## config.mk

```make
export PLATFORM = sky130hd
export DESIGN_NAME = rgbc_tap_cell
export DESIGN_NICKNAME = d
export VERILOG_FILES = /design/src/rtl/core/rgbc_pkg.sv /design/src/rtl/core/rgbc_tap_cell.sv
export SDC_FILE = /design/constraint.sdc
export NUM_CORES = 2
export LEC_CHECK = 0
export BUFFER_PORTS_ARGS = -buffer_cell sky130_fd_sc_hd__buf_2
export CELL_PAD_IN_SITES_DETAIL_PLACEMENT = 1
export CELL_PAD_IN_SITES_GLOBAL_PLACEMENT = 1
export CORE_MARGIN = 1.5
export CORE_UTILIZATION = 55
export DETAILED_ROUTE_END_ITERATION = 16
export PLACE_DENSITY_LB_ADDON = 0.15
export SLEW_MARGIN = 25
export SYNTH_ARGS = -nofsm -noshare
export SYNTH_HDL_FRONTEND = slang
export SYNTH_SLANG_ARGS = --single-unit
```

## constraint.sdc

```tcl
create_clock -name aclk -period 10 [get_ports aclk]
set_input_delay 1.5 -clock aclk [delete_from_list [all_inputs] [get_ports aclk]]
set_output_delay 1.5 -clock aclk [all_outputs]
set_load 0.01 [all_outputs]
```

## src/rtl/core/rgbc_pkg.sv

```systemverilog
// shared types, constants and register codes of the rgb 3x3 convolution block
package rgbc_pkg;

    localparam int KERNEL_SIZE  = 3;
    localparam int CHANNELS     = 3;
    localparam int CH_W         = 8;
    localparam int PIX_W        = CHANNELS * CH_W;
    localparam int COEF_W       = 12;
    localparam int FRAC_BITS    = 4;
    localparam int KROW_W       = KERNEL_SIZE * COEF_W;
    localparam int PROD_W       = CH_W + 1 + COEF_W;
    localparam int ACC_W        = 25;
    localparam int COORD_W      = 11;
    localparam int FRAME_DIM_W  = 12;
    localparam int MIN_FRAME_DIM = 3;
    localparam int CH_MAX       = 255;
    localparam int BIAS_VALUE   = 127;
    localparam int BIAS_Q4      = BIAS_VALUE * (1 << FRAC_BITS);

    localparam int DEF_MAX_WIDTH  = 2048;
    localparam int DEF_MAX_HEIGHT = 2048;

    localparam int CFG_IDX_W  = 3;
    localparam int CFG_DATA_W = KROW_W;

    localparam logic [CFG_IDX_W-1:0] REG_KERN_TOP = 3'd0;
    localparam logic [CFG_IDX_W-1:0] REG_KERN_MID = 3'd1;
    localparam logic [CFG_IDX_W-1:0] REG_KERN_BOT = 3'd2;
    localparam logic [CFG_IDX_W-1:0] REG_ADD_BIAS = 3'd3;
    localparam logic [CFG_IDX_W-1:0] REG_FRAME_W  = 3'd4;
    localparam logic [CFG_IDX_W-1:0] REG_FRAME_H  = 3'd5;

    localparam logic [KROW_W-1:0]      KERN_TOP_RST = '0;
    localparam logic [KROW_W-1:0]      KERN_MID_RST = KROW_W'(16);
    localparam logic [KROW_W-1:0]      KERN_BOT_RST = '0;
    localparam logic [FRAME_DIM_W-1:0] FRAME_W_RST  = FRAME_DIM_W'(640);
    localparam logic [FRAME_DIM_W-1:0] FRAME_H_RST  = FRAME_DIM_W'(480);

    localparam int OUT_TDATA_W = 48;

    typedef logic [PIX_W-1:0]          pix_t;
    typedef logic [COEF_W-1:0]         coef_t;
    typedef logic signed [ACC_W-1:0]   acc_t;
    typedef logic signed [PROD_W-1:0]  prod_t;

    // enables of the tap cells, one per pipeline step
    typedef struct packed {
        logic en_mul;
        logic en_acc;
    } cell_ctl_t;

    typedef struct packed {
        logic               last;
        logic [COORD_W-1:0] row;
        logic [COORD_W-1:0] column;
        logic [CH_W-1:0]    blue;
        logic [CH_W-1:0]    green;
        logic [CH_W-1:0]    red;
    } out_word_t;

endpackage

```

## src/rtl/core/rgbc_tap_cell.sv

```systemverilog
// one window column of the transposed convolution chain: products, then running sum
module rgbc_tap_cell import rgbc_pkg::*; (
    input  logic                           aclk,
    input  cell_ctl_t                      ctl,
    input  pix_t  [KERNEL_SIZE-1:0]        col_pix,
    input  coef_t [KERNEL_SIZE-1:0]        weight,
    input  acc_t  [CHANNELS-1:0]           partial_in,
    output acc_t  [CHANNELS-1:0]           acc_out
);

    prod_t prod_reg [KERNEL_SIZE][CHANNELS];
    acc_t  acc_reg  [CHANNELS];
    acc_t  acc_next [CHANNELS];
    acc_t  sum_tmp  [CHANNELS];

    always_ff @(posedge aclk) begin
        for (int r = 0; r < KERNEL_SIZE; r++) begin
            for (int ch = 0; ch < CHANNELS; ch++) begin
                if (ctl.en_mul) begin
                    prod_reg[r][ch] <= $signed({1'b0, col_pix[r][ch*CH_W +: CH_W]})
                                       * $signed(weight[r]);
                end
            end
        end
        for (int ch = 0; ch < CHANNELS; ch++) begin
            if (ctl.en_acc) begin
                acc_reg[ch] <= acc_next[ch];
            end
        end
    end

    always_comb begin
        for (int ch = 0; ch < CHANNELS; ch++) begin
            sum_tmp[ch] = $signed(partial_in[ch]);
            for (int r = 0; r < KERNEL_SIZE; r++) begin
                sum_tmp[ch] = sum_tmp[ch] + ACC_W'(prod_reg[r][ch]);
            end
            acc_next[ch] = sum_tmp[ch];
        end
    end

    always_comb begin
        for (int ch = 0; ch < CHANNELS; ch++) begin
            acc_out[ch] = acc_reg[ch];
        end
    end

endmodule

```

# --- After elaboration in Yosys (flattened, before gate mapping) ---
# Memory sizes are Yosys's and may differ from the RTL's.
# Index checks and enable logic that the tools add are counted.
word_totals:
  ff_bits: 0
  ram_bits: 264
  inputBits: 186
  out_inout_bits: 75
  word_cells: 24
  memories: 2
memory_table:
  columns: ["memory", "depth", "width", "rd", "rd_clocked_by_memory_dff", "wr", "line_no", "source"]
  rows:
  - ["prod_reg", 3, 63, 3, 0, 3, "rgbc_tap_cell.sv:11", "prod_t prod_reg [KERNEL_SIZE][CHANNELS];"]
  - ["acc_reg", 3, 25, 3, 0, 3, "rgbc_tap_cell.sv:12", "acc_t acc_reg [CHANNELS];"]
op_classes:
  n_addsub: 9
  multipliers: 9
  mux: 4
op_table:
  columns: ["op", "n"]
  rows:
  - ["$add A25 B21 Y25", 9]
  - ["$mul A9 B12 Y21", 9]
  - ["$mux W1", 4]

# --- Logic depth before layout (Yosys ltp) ---
depth:
  ltp_word: 3
  ltp_mapped: 19
  ltp_nobuf: 18

# --- Worst setup path before layout ---
# OpenSTA, ideal clock, no wires.
synth_timing:
  path_type: "input port to flip-flop"
  start: "input port weight[23] in the netlist's numbering"
  end: "memory prod_reg[1][20] in the netlist's numbering (data pin)"
  setup_ns: 0.262
  t_arrival_ns: 5.794
  required_time_ns: 9.738
  setup_slack_ns: 3.944
  path_stages: 17
  path_buffers: 1
  cell_sequence: "clkbuf_1 -> nand2_1 -> inv_1 -> fa_1 -> fa_1 -> fa_1 -> inv_1 -> fa_1 -> inv_1 -> ha_1 -> a21o_1 -> a21o_1 -> a21o_1 -> and2_4 -> a311o_1 -> a2111oi_4 -> nor3_2"
synth_lines:
  columns: ["item", "line_no", "source"]
  rows:
  - ["start: declaration", "rgbc_tap_cell.sv:6", "input coef_t [KERNEL_SIZE-1:0] weight,"]
  - ["end: declaration", "rgbc_tap_cell.sv:11", null]

==> summary.txt <==
STA
  • Number of endpoints with negative hold slack in the final report: 0
  • Worst-Margin Slew: about 1.1 ns
  • Maximum operating frequency: approximately 160 MHz
  • Clk_skew: 0.0153 ns
  • Sum of negative setup slack: 0 ns
  • Normalized max-slew margin: 0.280
  • Slew Limit Fails: 0
  • Setup repair after global routing missed its margin: no
  • Min cycle time layout: ~6 ns
  • Post-route fraction of the period consumed by the critical path: 0.611
  • Endpoints failing setup: 0

Placed design
  • Dpl hpwl: 108000 um
  • Total instance count after detailed placement: 6179
  • Count of input and output buffers: 260
  • Weighted congestion at the end of routability-driven global placement: 0.877

Yosys
  • Post-synthesis net count: 6404
  • Fraction of registers with async set or reset after synthesis: 0
  • Flops & latches, synth: 264
  • Fraction of synthesized cell area taken by the top area cell type: 0.359
  • Top cells by area, synth: fa_1 (36%), edfxtp_1 (17%), ha_1 (12%)
  • Ys flop type: edfxtp_1
  • Cell taking the most area after synthesis: fa_1
  • Register area share after synthesis: 0.168
  • Distinct cell type count of the synthesized netlist: 78
  • Mean instance size in the synthesized netlist: approximately 9.6 um^2
  • Synth Warn #: 0
  • Cell Area, Synth: approximately 0.047 mm^2
  • Number of enable-type register cells in the synthesized netlist: about 260
  • Post-Synthesis Cells: 4922

GRT
  • First-pass GRT wire length: 211000 um
  • All-layer global routing usage: 0.314
  • Number of antenna violations at the first check in global routing: 17
  • Via count of the first global-routing pass: 38600
  • Maximum number of pins on one net before global-route repair: 76
  • Remaining global-route overflow: 0

Floorplanning
  • Number of core rows: 107
  • Initial Util: 0.555
  • Die outline width: between 200 and 300 um
  • Floorplan Core Area: 0.0850 mm^2
  • I/O pin cnt: 261
  • Die footprint: 0.0875 mm^2
  • Die extent in y: 296 um

Worst hold path
  • Worst hold path type: reg2reg
  • Min-Delay Path Depth: 1

Clock tree
  • # H-tree levels: 2
  • Hold buffers post-CTS: 0
  • Inserted Clock Buffers: 34
  • Clock network latency to the later pin of the worst-skew pair: 0.56 ns
  • CTS tree: done
  • Clock transition at path regs: 0.05 ns
  • CTS max path bufs: 3
  • Clock sink count: 264
  • Post-CTS repair timing setup buffer count: 0
  • Gates resized, CTS repair: 0
  • Clock tree root buffer cell: clkbuf_16

Job
  • Number of max-capacitance violations reported: 0

Layout
  • Final cell count without fillers: between 6000 and 7000
  • Area Overhead vs Synth: 7.05%
  • Share of post-route cells with drive strength above 1: 0.0685
  • Net count reported at finish: 6553
  • Largest register FFs: between 150 and 200
  • Fill cells: between 9000 and 10000

Routing
  • Vias: ~34000
  • Via-per-instance ratio: 5.43
  • Total Wirelength: 132000 um
  • Detail-routed net length per standard cell: 21.1 um
  • Detailed-routing iteration count for the pre-antenna-repair pass: 5
  • Count of antenna-violating nets left after detailed routing: 0
  • Number of design-rule violations left by the first detailed-router iteration: 1788
  • Residual DRC count: 0

Critical path
  • R2R cell count: 12
  • Stage delay of the slowest cell on the critical path: 0.55 ns
  • Req. time, crit path: 10.28 ns
  • CP max FO: 24
  • Arrival @ worst endpoint: about 6.4 ns
  • Crit path kind: in2reg
  • Slowest cell on the critical path: fa_1
  • Most numerous cell on the critical path: fa_1
  • CP Launch Type: input port
  • Worst setup EP type: flop
  • Cell-by-cell trace of the critical path: buf_2, nand2_1, inv_1, fa_1, fa_1, fa_1, inv_1, fa_1, inv_1, ha_1, a21o_1, a21o_1, a21oi_1, nor2_1, a311o_1, a2111oi_0, nor3_1

Status
  • Outcome: finished, final reports clean
==> per-stage QoR <==
step	util	setup slack (ns)	instance area, um^2	hold WS [ns]
3_5_place_dp	0.581	3.35	49400	0.560
4_1_cts	0.594	3.90	50500	0.578
3_3_place_gp	0.581	3.45	49400	0.541
2_1_floorplan	-	3.94	47200	0.526
5_1_grt	0.594	3.60	50500	0.594
6_report	0.594	3.89	50500	0.575
==> layout by cell type (no fill, tap or decap), drive strengths merged, types with 18 or more instances in the layout <==
cell type  count
nor2b         21
fa           846
clkbuf        37
clkinv        18
inv         1309
nand2b        22
o21ai         73
o21a          19
nor3          32
a21oi        135
buf          262
ha           450
nand3         21
a21o          82
nand2        524
edfxtp       264
o21bai        21
xnor2        182
nor2          98
and2         421
xor2          53
a31oi         18
==> layout make-up <==
class / count / area (um^2) / area share
clock buffer: 36 / 880 / 0.0174
multi-input combinational: 3200 / 33800 / 0.669
tap: 1144 / 1430 / 0.0283
timing repair buffer: 263 / 1340 / 0.0264
inverter: 1308 / 4910 / 0.0972
sequential: 264 / 7930 / 0.157
clock inverter: 25 / 215 / 0.00426
antenna: 12 / 30.0 / 0.000595
==> cell families (layout without fill, tap and decap cells) <==
| kind of cell | Yosys count | after routing | share of synthesized area |
|---|---|---|---|
| AOI/OAI and AO/OA | 448 | 448 | 0.0643 |
| xor gates and xnor gates | 235 | 235 | 0.0436 |
| adders and majority gates | 1296 | 1296 | 0.478 |
| buffers and inverters | 1458 | 1632 | 0.116 |
| DFF | 264 | 264 | 0.168 |
| muxes | 5 | 5 | 0.00109 |
| other | 0 | 12 | 0 |
| and+or+nand+nor | 1216 | 1216 | 0.129 |
==> synthesized netlist by cell type (4+ instances only) <==
cell type / number
a31oi_1: 18
a221oi_1: 5
or2_2: 6
nand3_1: 21
o21a_1: 19
xor2_1: 53
nor3_1: 31
a211o_1: 4
nor2b_1: 21
and3_1: 14
o21bai_1: 21
o311ai_0: 4
a21o_1: 82
o22ai_1: 4
and2_1: 420
o41ai_1: 4
a21boi_0: 5
xnor2_1: 182
nand2b_1: 22
o211ai_1: 10
a311oi_1: 4
clkbuf_1: 148
nand2_1: 524
a311o_1: 5
or4_1: 5
nor2_1: 98
or3_1: 9
and4_1: 9
mux2i_1: 4
a21oi_1: 134
nor4_1: 9
o21ai_1: 4
o21ai_0: 67
inv_1: 1307
a211oi_1: 15
ha_1: 450
nand4_1: 10
fa_1: 846
edfxtp_1: 264
o31ai_1: 7
==> worst max-delay path, delay by kind of cell <==
kind                     cells  cell delay (ns)
adder cells (fa/ha/maj)      5             2.34
AND/OR/NAND/NOR              3             0.47
AO/OA/AOI/OAI                5             1.39
buffers and inverters        4             0.68
==> per-layer routing <==
metal / vias up / global-route usage / wire length (um) / part of all wire
met1: 17800 / 0.398 / 53700 / 0.41
met5: - / 0 / 26 / 0.00020
li1: 15200 / - / - / -
met2: 746 / 0.553 / 67400 / 0.51
met3: 210 / 0.0350 / 5630 / 0.043
met4: 4 / 0.116 / 4950 / 0.038
==> worst paths after layout <==
kind	startpoint	to	slack, ns
setup / recovery	weight[11]	prod_reg[0][20]$_DFFE_PP_	3.89
hold / removal	prod_reg[0][42]$_DFFE_PP_	acc_reg[0][0]$_DFFE_PP_	0.58
setup reg to reg	prod_reg[1][44]$_DFFE_PP_	acc_reg[0][22]$_DFFE_PP_	5.83
hold reg to reg	prod_reg[0][42]$_DFFE_PP_	acc_reg[0][0]$_DFFE_PP_	0.58
Power is not shown: default switching activity piles up to over one toggle a cycle in this logic, so the estimate is an artifact.
