--- src/rtl/core/rgbc_pkg.sv ---
// shared types, constants and register codes of the rgb 3x3 convolution block
package rgbc_pkg;

    localparam int KERNEL_SIZE  = 3;
    localparam int CHANNELS     = 3;
    localparam int CH_W         = 8;
    localparam int PIX_W        = CHANNELS * CH_W;
    localparam int COEF_W       = 12;
    localparam int FRAC_BITS    = 4;
    localparam int KROW_W       = KERNEL_SIZE * COEF_W;
    localparam int PROD_W       = CH_W + 1 + COEF_W;
    localparam int ACC_W        = 25;
    localparam int COORD_W      = 11;
    localparam int FRAME_DIM_W  = 12;
    localparam int MIN_FRAME_DIM = 3;
    localparam int CH_MAX       = 255;
    localparam int BIAS_VALUE   = 127;
    localparam int BIAS_Q4      = BIAS_VALUE * (1 << FRAC_BITS);

    localparam int DEF_MAX_WIDTH  = 2048;
    localparam int DEF_MAX_HEIGHT = 2048;

    localparam int CFG_IDX_W  = 3;
    localparam int CFG_DATA_W = KROW_W;

    localparam logic [CFG_IDX_W-1:0] REG_KERN_TOP = 3'd0;
    localparam logic [CFG_IDX_W-1:0] REG_KERN_MID = 3'd1;
    localparam logic [CFG_IDX_W-1:0] REG_KERN_BOT = 3'd2;
    localparam logic [CFG_IDX_W-1:0] REG_ADD_BIAS = 3'd3;
    localparam logic [CFG_IDX_W-1:0] REG_FRAME_W  = 3'd4;
    localparam logic [CFG_IDX_W-1:0] REG_FRAME_H  = 3'd5;

    localparam logic [KROW_W-1:0]      KERN_TOP_RST = '0;
    localparam logic [KROW_W-1:0]      KERN_MID_RST = KROW_W'(16);
    localparam logic [KROW_W-1:0]      KERN_BOT_RST = '0;
    localparam logic [FRAME_DIM_W-1:0] FRAME_W_RST  = FRAME_DIM_W'(640);
    localparam logic [FRAME_DIM_W-1:0] FRAME_H_RST  = FRAME_DIM_W'(480);

    localparam int OUT_TDATA_W = 48;

    typedef logic [PIX_W-1:0]          pix_t;
    typedef logic [COEF_W-1:0]         coef_t;
    typedef logic signed [ACC_W-1:0]   acc_t;
    typedef logic signed [PROD_W-1:0]  prod_t;

    // enables of the tap cells, one per pipeline step
    typedef struct packed {
        logic en_mul;
        logic en_acc;
    } cell_ctl_t;

    typedef struct packed {
        logic               last;
        logic [COORD_W-1:0] row;
        logic [COORD_W-1:0] column;
        logic [CH_W-1:0]    blue;
        logic [CH_W-1:0]    green;
        logic [CH_W-1:0]    red;
    } out_word_t;

endpackage

--- src/rtl/core/rgbc_out_buf.sv ---
// two-entry result buffer in front of the master port
module rgbc_out_buf import rgbc_pkg::*; (
    input  logic      aclk,
    input  logic      aresetn,
    input  logic      push,
    input  out_word_t push_data,
    output logic      full,
    output logic      out_valid,
    input  logic      out_ready,
    output out_word_t out_data
);

    out_word_t  slot_reg [2];
    logic       wr_ptr_reg, wr_ptr_next;
    logic       rd_ptr_reg, rd_ptr_next;
    logic [1:0] cnt_reg, cnt_next;
    logic       pop;

    assign full      = (cnt_reg == 2'd2);
    assign out_valid = (cnt_reg != 2'd0);
    assign out_data  = slot_reg[rd_ptr_reg];
    assign pop       = out_valid && out_ready;

    always_comb begin
        wr_ptr_next = wr_ptr_reg ^ push;
        rd_ptr_next = rd_ptr_reg ^ pop;
        cnt_next    = cnt_reg;
        if (push && !pop) begin
            cnt_next = cnt_reg + 2'd1;
        end else if (pop && !push) begin
            cnt_next = cnt_reg - 2'd1;
        end
    end

    always_ff @(posedge aclk) begin
        if (!aresetn) begin
            wr_ptr_reg <= 1'b0;
            rd_ptr_reg <= 1'b0;
            cnt_reg    <= 2'd0;
        end else begin
            wr_ptr_reg <= wr_ptr_next;
            rd_ptr_reg <= rd_ptr_next;
            cnt_reg    <= cnt_next;
        end
        if (push) begin
            slot_reg[wr_ptr_reg] <= push_data;
        end
    end

endmodule

--- config.mk ---
export PLATFORM = sky130hd
export DESIGN_NAME = rgbc_out_buf
export DESIGN_NICKNAME = d
export VERILOG_FILES = /design/src/rtl/core/rgbc_pkg.sv /design/src/rtl/core/rgbc_out_buf.sv
export SDC_FILE = /design/constraint.sdc
export NUM_CORES = 1
export LEC_CHECK = 0
export BUFFER_PORTS_ARGS = -buffer_cell sky130_fd_sc_hd__buf_2
export CAP_MARGIN = 20
export CORE_MARGIN = 4
export CORE_UTILIZATION = 45
export DETAILED_ROUTE_END_ITERATION = 8
export GPL_ROUTABILITY_DRIVEN = 0
export HOLD_SLACK_MARGIN = 0.05
export PLACE_DENSITY_LB_ADDON = 0.2
export SETUP_SLACK_MARGIN = 0.02
export SYNTH_ARGS = -nofsm -noshare
export SYNTH_HDL_FRONTEND = slang
export SYNTH_SLANG_ARGS = --single-unit
export TNS_END_PERCENT = 50
--- constraint.sdc ---
create_clock -name aclk -period 3.15 [get_ports aclk]
set_input_delay 0.315 -clock aclk [delete_from_list [all_inputs] [get_ports aclk]]
set_output_delay 0.315 -clock aclk [all_outputs]
set_load 0.05 [all_outputs]
# --- Word level (Yosys, flattened, before mapping) ---
# Memory sizes are Yosys's and may differ from the RTL's. A register that Yosys moved wholly into a read port is not among the register bits.
# Index checks and enable logic that the tools add are counted.
# Widths: inputs -> output; s select.
classes:
  n_addsub: 2
  n_eq_ne: 1
  n_mux: 5
  bitwise_logic: 2
  reduce_logical: 7
op_table:
  columns: ["op", "n"]
  rows:
  - ["$mux 2", 2]
  - ["$reduce_bool 2->1", 2]
  - ["$logic_and 1x1->1", 3]
  - ["$mux 1", 3]
  - ["$add 2x1->2 const B", 1]
  - ["$eq 2x2->1 const B", 1]
  - ["$logic_not 1->1", 2]
  - ["$sub 2x1->2 const B", 1]
  - ["$xor 1x1->1", 2]
word_totals:
  register_bits: 4
  ram_bits: 94
  out_inout_bits: 49
  wordCells: 21
  n_memories: 1
memory_table:
  columns: ["name", "words", "word_bits", "read_ports", "rd_ports_with_merged_regs", "write_ports", "line_no", "rtl"]
  rows:
  - ["slot_reg", 2, 47, 1, 1, 1, "rgbc_out_buf.sv:13", "out_word_t slot_reg [2];"]

# --- Depth between registers and ports, before layout ---
# Gate-level depths: netlist of run 1.
logic_depth:
  word_depth: 5
  mapped_depth: 5

# --- Least setup slack after synthesis of run 1 ---
# No wires, ideal clock.
synth_path:
  path_type: "register to register"
  startpoint: "register wr_ptr_reg"
  endpoint: "memory slot_reg[0][0] in the netlist's numbering (enable)"
  setup_ns: 0.409
  t_arrival_ns: 1.506
  required_ns: 2.741
  slack_ns: 1.235
  stages_incl_launch_ff: 3
  n_path_buf: 0
  path_cell_list: "dfxtp_1 inv_1 ha_1"
synth_rtl:
  columns: ["element", "line_no", "rtl"]
  rows:
  - ["start, declared", "rgbc_out_buf.sv:14", "logic wr_ptr_reg, wr_ptr_next;"]
  - ["start signal, assigned", "rgbc_out_buf.sv:41", "wr_ptr_reg <= wr_ptr_next;"]
  - ["end, declared", "rgbc_out_buf.sv:13", null]
# No word-level cell before the write port.

==> flow_summary.ini, run 1 <==
[power_and_ir_drop]
total_power_mw = 3.623
leakagePower_nw = 1.656
ir_drop_mv = 0.4649
p_per_area_nw_per_um2 = 818.2

[synth]
synth_top_area_share_pct = 78.06
syn_nets = 222
synthDistinctLibCells = 16
ys_warn_count = 0
yosys.area.top_type = edfxtp_1
netlist_area_um2 = 3616
post_synth.cell_area_avg_um2 = 21.52
synthCells = 168
ys_top_cells_by_area = edfxtp_1, mux2_2, dfxtp_1
ys_seq_elements = 99
synth.yosys.seq_area_share_pct = 80.83

[detailed_routing]
wire_per_inst_um = 15.91
first_iter_violations = 52
vias = 1837
wirelength_um = 6125
firstDrtPassIters = 4
viasPerCell = 4.771
drtAntennaViolNets = 0
drcViolationCount = 0

[cts]
post-cts-setup-buffers = 0
cts-resized-gates = 0
clk_latency_ns = 0.34
clkSinkCount = 99
cts_made_buffers = 9
path_clk_slew_ns = 0.09
cts_tree = done
hold_buffers = 0
clockBufferDepth = 2
htree_levels = 3
root_buffer = clkbuf_8

[floorplan]
dieArea_um2 = 9534
die_y_um = 97.64
die_x_um = 97.64
placementRows = 32
num_io_pins = 100
start_util_pct = 46.55
core_um2 = 7767

[timing]
tightestPinTransition_ns = 0.6718
finalWorstSetupSlack_ns = 0.8791
slew_viol_final = 0
fmax_mhz = 440.4
slew_headroom_pct = 55.21
fin_crit_ns = 2.271
hold_viol = 0
setup_tns_ns = 0
skew_ns = 0.01021
fin_hold_ws_ns = 0.1503
finalSetupViolCount = 0
rsz0062_at_grt = no
post-route-period-util_pct = 72.09

[finish]
nets = 332
antenna_cells = 0
area_growth_pct = 22.46
largest_reg_flops = 94
drive_gt1_share_pct = 60.42
layout.cells.non_filler = 385
fill_cells = 625

[global_route]
grt_pass1_wl_um = 9832
grt_overflow = 0
grt_max_degree = 27
grtUsageTotal_pct = 13.32
grt_pass1_vias = 2022
grt_antenna_before_repair = 0

[min_path]
hp-start = push_data[3]
hold_class = in2reg

[placed_design]
io_buffers = 99
pre_cts_ws_ns = 1.202
place_inst = 369
place_hpwl_um = 4156

[status]
status = finished clean

[flow_run]
cap_violations = 0

[worst_setup_path]
critPathArrivalTime_ns = 1.96
critPathMaxFanout = 26
critPathKind = reg2out
worstReg2RegStart = wr_ptr_reg
cp_data_required_time_ns = 2.83
startpoint_type = flop
end_kind = output port
kinds of logic (layout without fill, tap and decap cells):
group	Yosys count	in the layout	share of synthesized area, %
buf+inv	6	121	1.072
compound gates	3	3	0.4842
mux	47	47	14.64
simple gates	7	7	1.211
xor+xnor	3	3	0.7268
flops	99	99	80.83
fa+ha+maj	3	3	1.038
final timing paths:
kind | endpoint | slack, ns | depth (start not counted)
hold / removal | slot_reg[1][3] | 0.15 | 1
hold reg to reg | cnt_reg[1] | 0.53 | 2
setup reg to reg | slot_reg[0][41] | 1.49 | 3
setup / recovery | out_data[42] | 0.88 | 3
critical path, cell delays in order, from the launching register on:
cell and delay (ns):
dfxtp_2 0.77, buf_12 0.26, mux2_2 0.36, buf_2 0.21
cells in the final DEF, fill, tap and decap left out, drive strengths merged, types with 3 or more instances in the layout:
cell type / netlist / routed
buf: 5 / 104
dfxtp: 5 / 5
edfxtp: 94 / 94
and2: 3 / 3
mux2: 47 / 47
clkinv: 0 / 4
ha: 3 / 3
clkbuf: 0 / 9
where the power goes:
group          internal [mW]  leakage (nW)  switching (mW)  total [mW]
clock                  0.284        0.0852           0.406       0.690
combinational          0.409         0.647           0.884        1.29
sequential              1.55         0.924          0.0899        1.64
synthesized netlist by cell type (all sizes together):
cell	number
dfxtp	5
ha	3
o21ai	2
and2	3
buf	5
a21boi	1
inv	1
or2	1
xnor2	2
or3	1
edfxtp	94
mux2	47
xor2	1
nor2b	2
cell type report:
cell class	instances	area [um^2]	share of cell area, %
sequential	99	2924	66.04
multi-input combinational	63	659.4	14.89
timing repair buffer	104	545.5	12.32
tap	102	127.6	2.882
clock buffer	9	123.9	2.797
clock inverter	7	43.79	0.9890
inverter	1	3.754	0.08477
through the flow:
stage	cell area, um^2	utilization (%)
6_report	4428	57.01
5_1_grt	4428	57.01
4_1_cts	4428	57.01
3_5_place_dp	4260	54.85
3_3_place_gp	4260	54.85
2_1_floorplan	3616	-
per-layer routing:
metal	GRT usage [%]	vias to the layer above	part of all wire (%)
met2	22.46	54	52
li1	-	875	-
met3	5.312	5	7.1
met5	0	-	0
met4	4.473	0	0.82
met1	15.52	903	40
Power figures use the tool's default switching activity.
==> inputs of run 2 (changes only) <==
--- a/config.mk
+++ b/config.mk
@@ -5,6 +5,7 @@
 export SDC_FILE = /design/constraint.sdc
 export NUM_CORES = 1
 export LEC_CHECK = 0
+export ABC_AREA = 1
 export BUFFER_PORTS_ARGS = -buffer_cell sky130_fd_sc_hd__buf_2
 export CAP_MARGIN = 20
 export CORE_MARGIN = 4
==> constraint.sdc (replaced) <==
create_clock -name aclk -period 1.87 [get_ports aclk]
set_input_delay 0.187 -clock aclk [delete_from_list [all_inputs] [get_ports aclk]]
set_output_delay 0.187 -clock aclk [all_outputs]
set_load 0.05 [all_outputs]
==> flow_summary.ini, run 2 <==
[placed_design]
placed_cell_area_um2 = 4408
io_buffers = 99
place_hpwl_um = 4241

[power_and_ir_drop]
p_per_area_nw_per_um2 = 1008
total_power_mw = 5.104
ir_drop_mv = 0.5394
p_sw_mw = 1.575
leakagePower_nw = 2.007
share_comb_of_total_power_pct = 25.6
intPower_mw = 3.529
clock_power_share_pct = 23.0
netSwitchingFraction_pct = 30.85
seqPwrFrac_pct = 51.4

[floorplan]
placementRows = 33
die_x_um = 99.35
start_util_pct = 45.93
num_io_pins = 100
core_um2 = 8175
dieArea_um2 = 9869
die_y_um = 99.35

[synth]
synthCells = 179
yosys.area.top_type = edfxtp_1
yosys-top-cells-count = edfxtp_1, mux2_4, mux2_2
ys_warn_count = 0
yosys.cell_count.top_type = edfxtp_1
synth.yosys.seq_area_share_pct = 77.84
ys_seq_elements = 99
syn_nets = 233
synth_edf_count = 94
ys_top_cells_by_area = edfxtp_1, mux2_4, mux2_2
synthFlopType = edfxtp_1
synth_top_area_share_pct = 75.17
async_reset_ff_share_pct = 0
netlist_area_um2 = 3755
synthDistinctLibCells = 14
post_synth.cell_area_avg_um2 = 20.98

[status]
status = finished clean

[detailed_routing]
firstDrtPassIters = 4
drtAntennaViolNets = 0
vias = 2065
first_iter_violations = 55
wirelength_um = 6688
drcViolationCount = 0
viasPerCell = 4.599
wire_per_inst_um = 14.90

[timing]
finalSetupViolCount = 0
hold_viol = 0
rsz0062_at_grt = no
skew_ns = 0.006976
tightestPinTransition_ns = 0.3552
fin_hold_ws_ns = 0.07792
slew_headroom_pct = 76.32
slew_viol_final = 0
post-route-period-util_pct = 90.30
setup_tns_ns = 0
fin_crit_ns = 1.689
fmax_mhz = 592.2

[cts]
clockBufferDepth = 2
cts_tree = done
htree_levels = 3
clkSinkCount = 99
root_buffer = clkbuf_8
clk_latency_ns = 0.35
path_clk_slew_ns = 0.08
cts_made_buffers = 9

[global_route]
grt_overflow = 0
grt_antenna_before_repair = 0
grt_max_degree = 27
grt_pass1_vias = 2182
grt_pass1_wl_um = 10500
grtUsageTotal_pct = 14.01

[finish]
largest_reg_flops = 94
fill_cells = 615
final_common_cell = buf_2
fin_area_um2 = 5065
drive_gt1_share_pct = 49.71
final_cell_mix = buf_2, edfxtp_1, dlygate4sd3_1, mux2_4, mux2_2
area_growth_pct = 34.89
antenna_cells = 0
final_util_pct = 61.95
nets = 393

[worst_setup_path]
cp_data_required_time_ns = 1.68
startpoint_type = flop
critPathKind = reg2out
end_kind = output port
critPathMaxFanout = 20
rrSetupSlack_ns = 0.54
critPathArrivalTime_ns = 1.50

[min_path]
hold_class = in2reg

[flow_run]
cap_violations = 0
-- run 2: cell type report --
| type | count | area (um^2) | share of cell area [%] |
|---|---|---|---|
| flip-flops and latches | 99 | 2927 | 57.78 |
| clock buffers | 10 | 127.6 | 2.520 |
| well taps | 105 | 131.4 | 2.594 |
| repair buffers | 154 | 1051 | 20.75 |
| multi-input cells | 68 | 760.7 | 15.02 |
| clock inverters | 6 | 41.29 | 0.8152 |
| inverters | 7 | 26.28 | 0.5188 |
-- run 2: worst paths after layout --
path | from | endpoint | cells after the start
max | flop | out_data[39] | 3
min | aresetn | wr_ptr_reg | 3
max reg2reg | cnt_reg[0] | cnt_reg[1] | 9
min reg2reg | rd_ptr_reg | rd_ptr_reg | 2
-- run 2: power groups by stage --
stage | logic (mW) | clock network (mW) | registers (mW)
after global placement | 1.21 | 0 | 2.68
after global routing | 1.38 | 1.33 | 2.64
after CTS | 1.30 | 1.22 | 2.64
after detailed placement | 1.22 | 0 | 2.69
after floorplan | 0.975 | 0 | 2.66
final | 1.31 | 1.17 | 2.63
-- run 2: metrics by stage --
stage / instances / worst slack, ns
3_3_place_gp: 384 / 0.3947
2_1_floorplan: 179 / -0.02441
5_1_grt: 449 / 0.1072
4_1_cts: 447 / 0.05383
6_report: 449 / 0.1814
3_5_place_dp: 384 / 0.3739
-- run 2: worst max-delay path: stages, from the launching register on --
cell and delay, ns:
dfxtp_4 0.39, buf_12 0.19, mux2_2 0.35, buf_2 0.21
-- run 2: kinds of logic after synthesis --
kind of cell / count (synthesis) / share of synthesized area [%]
AO/OA/AOI/OAI: 3 / 0.3997
adder cells (fa/ha/maj): 3 / 0.9998
buffers and inverters: 12 / 2.033
flip-flops: 99 / 77.84
multiplexers: 47 / 17.09
AND/OR/NAND/NOR: 15 / 1.633
-- run 2: repair_timing --
item | in CTS | in global routing
resized for setup | 1 | 0
setup endpoints to repair | 40 | 7
endpoints found under the hold margin | 94 | 0
hold buffers | 47 | 0
setup buffers | 0 | 2
-- run 2: metal layers --
layer	vias up	global-route usage [%]	wire [um]
li1	1001	-	-
met1	996	16.44	2781
met2	66	23.92	3475
met3	2	5.189	401
met4	0	4.517	29
met5	-	0	0
==> inputs of run 3 (changes only) <==
==> constraint.sdc (replaced) <==
create_clock -name aclk -period 1.5 [get_ports aclk]
set_input_delay 0.15 -clock aclk [delete_from_list [all_inputs] [get_ports aclk]]
set_output_delay 0.15 -clock aclk [all_outputs]
set_load 0.05 [all_outputs]
==> flow_summary.ini, run 3 (synthesis gave the netlist of run 2 again) <==
[cts]
clkSinkCount = 99
root_buffer = clkbuf_8
htree_levels = 3
clockBufferDepth = 2
path_clk_slew_ns = 0.09
cts_tree = done
clk_latency_ns = 0.35
cts_made_buffers = 9

[floorplan]
die_y_um = 99.35
num_io_pins = 100
core_um2 = 8175
start_util_pct = 45.93
dieArea_um2 = 9869
die_x_um = 99.35
placementRows = 33

[worst_setup_path]
cp_slowest_stage_delay_ns = 0.41
startpoint_type = flop
critPathMaxFanout = 15
cp_data_required_time_ns = 1.35
end_kind = output port
critPathKind = reg2out
worstPathCellList = buf_12, mux2_2, buf_6
slowest_stage = dfxtp_4
critPathArrivalTime_ns = 1.44

[power_and_ir_drop]
total_power_mw = 6.659
leakagePower_nw = 2.150
p_per_area_nw_per_um2 = 1221
ir_drop_mv = 0.6848

[flow_run]
cap_violations = 0

[timing]
tightestPinTransition_ns = 0.2513
hold_viol = 0
slew_viol_final = 0
slew_headroom_pct = 83.36
finalSetupViolCount = 47
rsz0062_at_grt = yes
fin_crit_ns = 1.593
fin_hold_ws_ns = 0.1056
finalWorstSetupSlack_ns = -0.09349
skew_ns = 0.008905
post-route-period-util_pct = 106.2
fmax_mhz = 627.6

[detailed_routing]
wire_per_inst_um = 16.05
drtAntennaViolNets = 0
drcViolationCount = 0
firstDrtPassIters = 4
vias = 2139
first_iter_violations = 73
wirelength_um = 7237
viasPerCell = 4.743

[placed_design]
place_inst = 384
io_buffers = 99
place_hpwl_um = 4268

[status]
status = finished with violations
violations = negative setup slack

[finish]
layout.cells.non_filler = 451
largest_reg_flops = 94
final_common_cell = edfxtp_1
final_util_pct = 66.73
drive_gt1_share_pct = 49.42
final_cell_mix = edfxtp_1, buf_2, dlygate4sd3_1, buf_6, mux2_4
nets = 395
area_growth_pct = 45.28
antenna_cells = 0

[global_route]
grt_antenna_before_repair = 0
grt_overflow = 0
grt_pass1_wl_um = 11540
grt_max_degree = 25
grtUsageTotal_pct = 15.42
grt_pass1_vias = 2302

[min_path]
hold_class = in2reg
run 3: per-stage QoR:
| stage | area, um^2 | setup TNS, ns | worst slack (ns) |
|---|---|---|---|
| 5_1_grt | 5455 | -5.933 | -0.1573 |
| 4_1_cts | 5527 | -5.324 | -0.1499 |
| 6_report | 5455 | -3.009 | -0.09349 |
| 3_3_place_gp | 4458 | 0 | 0.1766 |
| 2_1_floorplan | 3760 | -0.05025 | -0.04376 |
| 3_5_place_dp | 4458 | 0 | 0.1639 |
run 3: power breakdown:
group	switching [mW]	internal (mW)	leakage, nW	total [mW]
Clock	0.828	0.586	0.0771	1.41
Sequential	0.0563	3.22	0.924	3.28
Combinational	1.13	0.841	1.15	1.97
run 3: area by class of cell:
cell class	instances	area [um^2]
well taps	105	131.4
inverters	7	26.28
multi-input cells	68	779.5
clock inverters	6	32.53
flip-flops and latches	99	2927
repair buffers	156	1431
fillers	588	2720
clock buffers	10	127.6
run 3: path summary, 6_finish.rpt:
check | startpoint | endpoint | slack, ns | cells past startpoint
setup / recovery | flop | out_data[1] | -0.09 | 3
hold / removal | out_ready | rd_ptr_reg | 0.11 | 3
setup reg to reg | cnt_reg[0] | cnt_reg[1] | 0.17 | 9
hold reg to reg | rd_ptr_reg | rd_ptr_reg | 0.51 | 2
run 3: critical path, delay by kind of cell (launching register included):
kind                   cells  cell delay (ns)
buffers and inverters      2             0.33
multiplexers               1             0.36
flip-flops                 1             0.41
run 3: what timing repair did:
item | CTS | global route
endpoints found under the setup margin | 47 | 47
hold buffers | 48 | 0
gates cloned | 3 | 0
endpoints found under the hold margin | 96 | 0
buffers inserted | 3 | 0
gates resized for setup | 105 | 3
run 3: metal layers:
metal	routed length, um	track usage (%)	share of wire (%)
met5	0	0	0
met1	2626	16.95	36
met3	523	4.558	7.2
met2	3923	27.63	54
met4	163	6.618	2.3
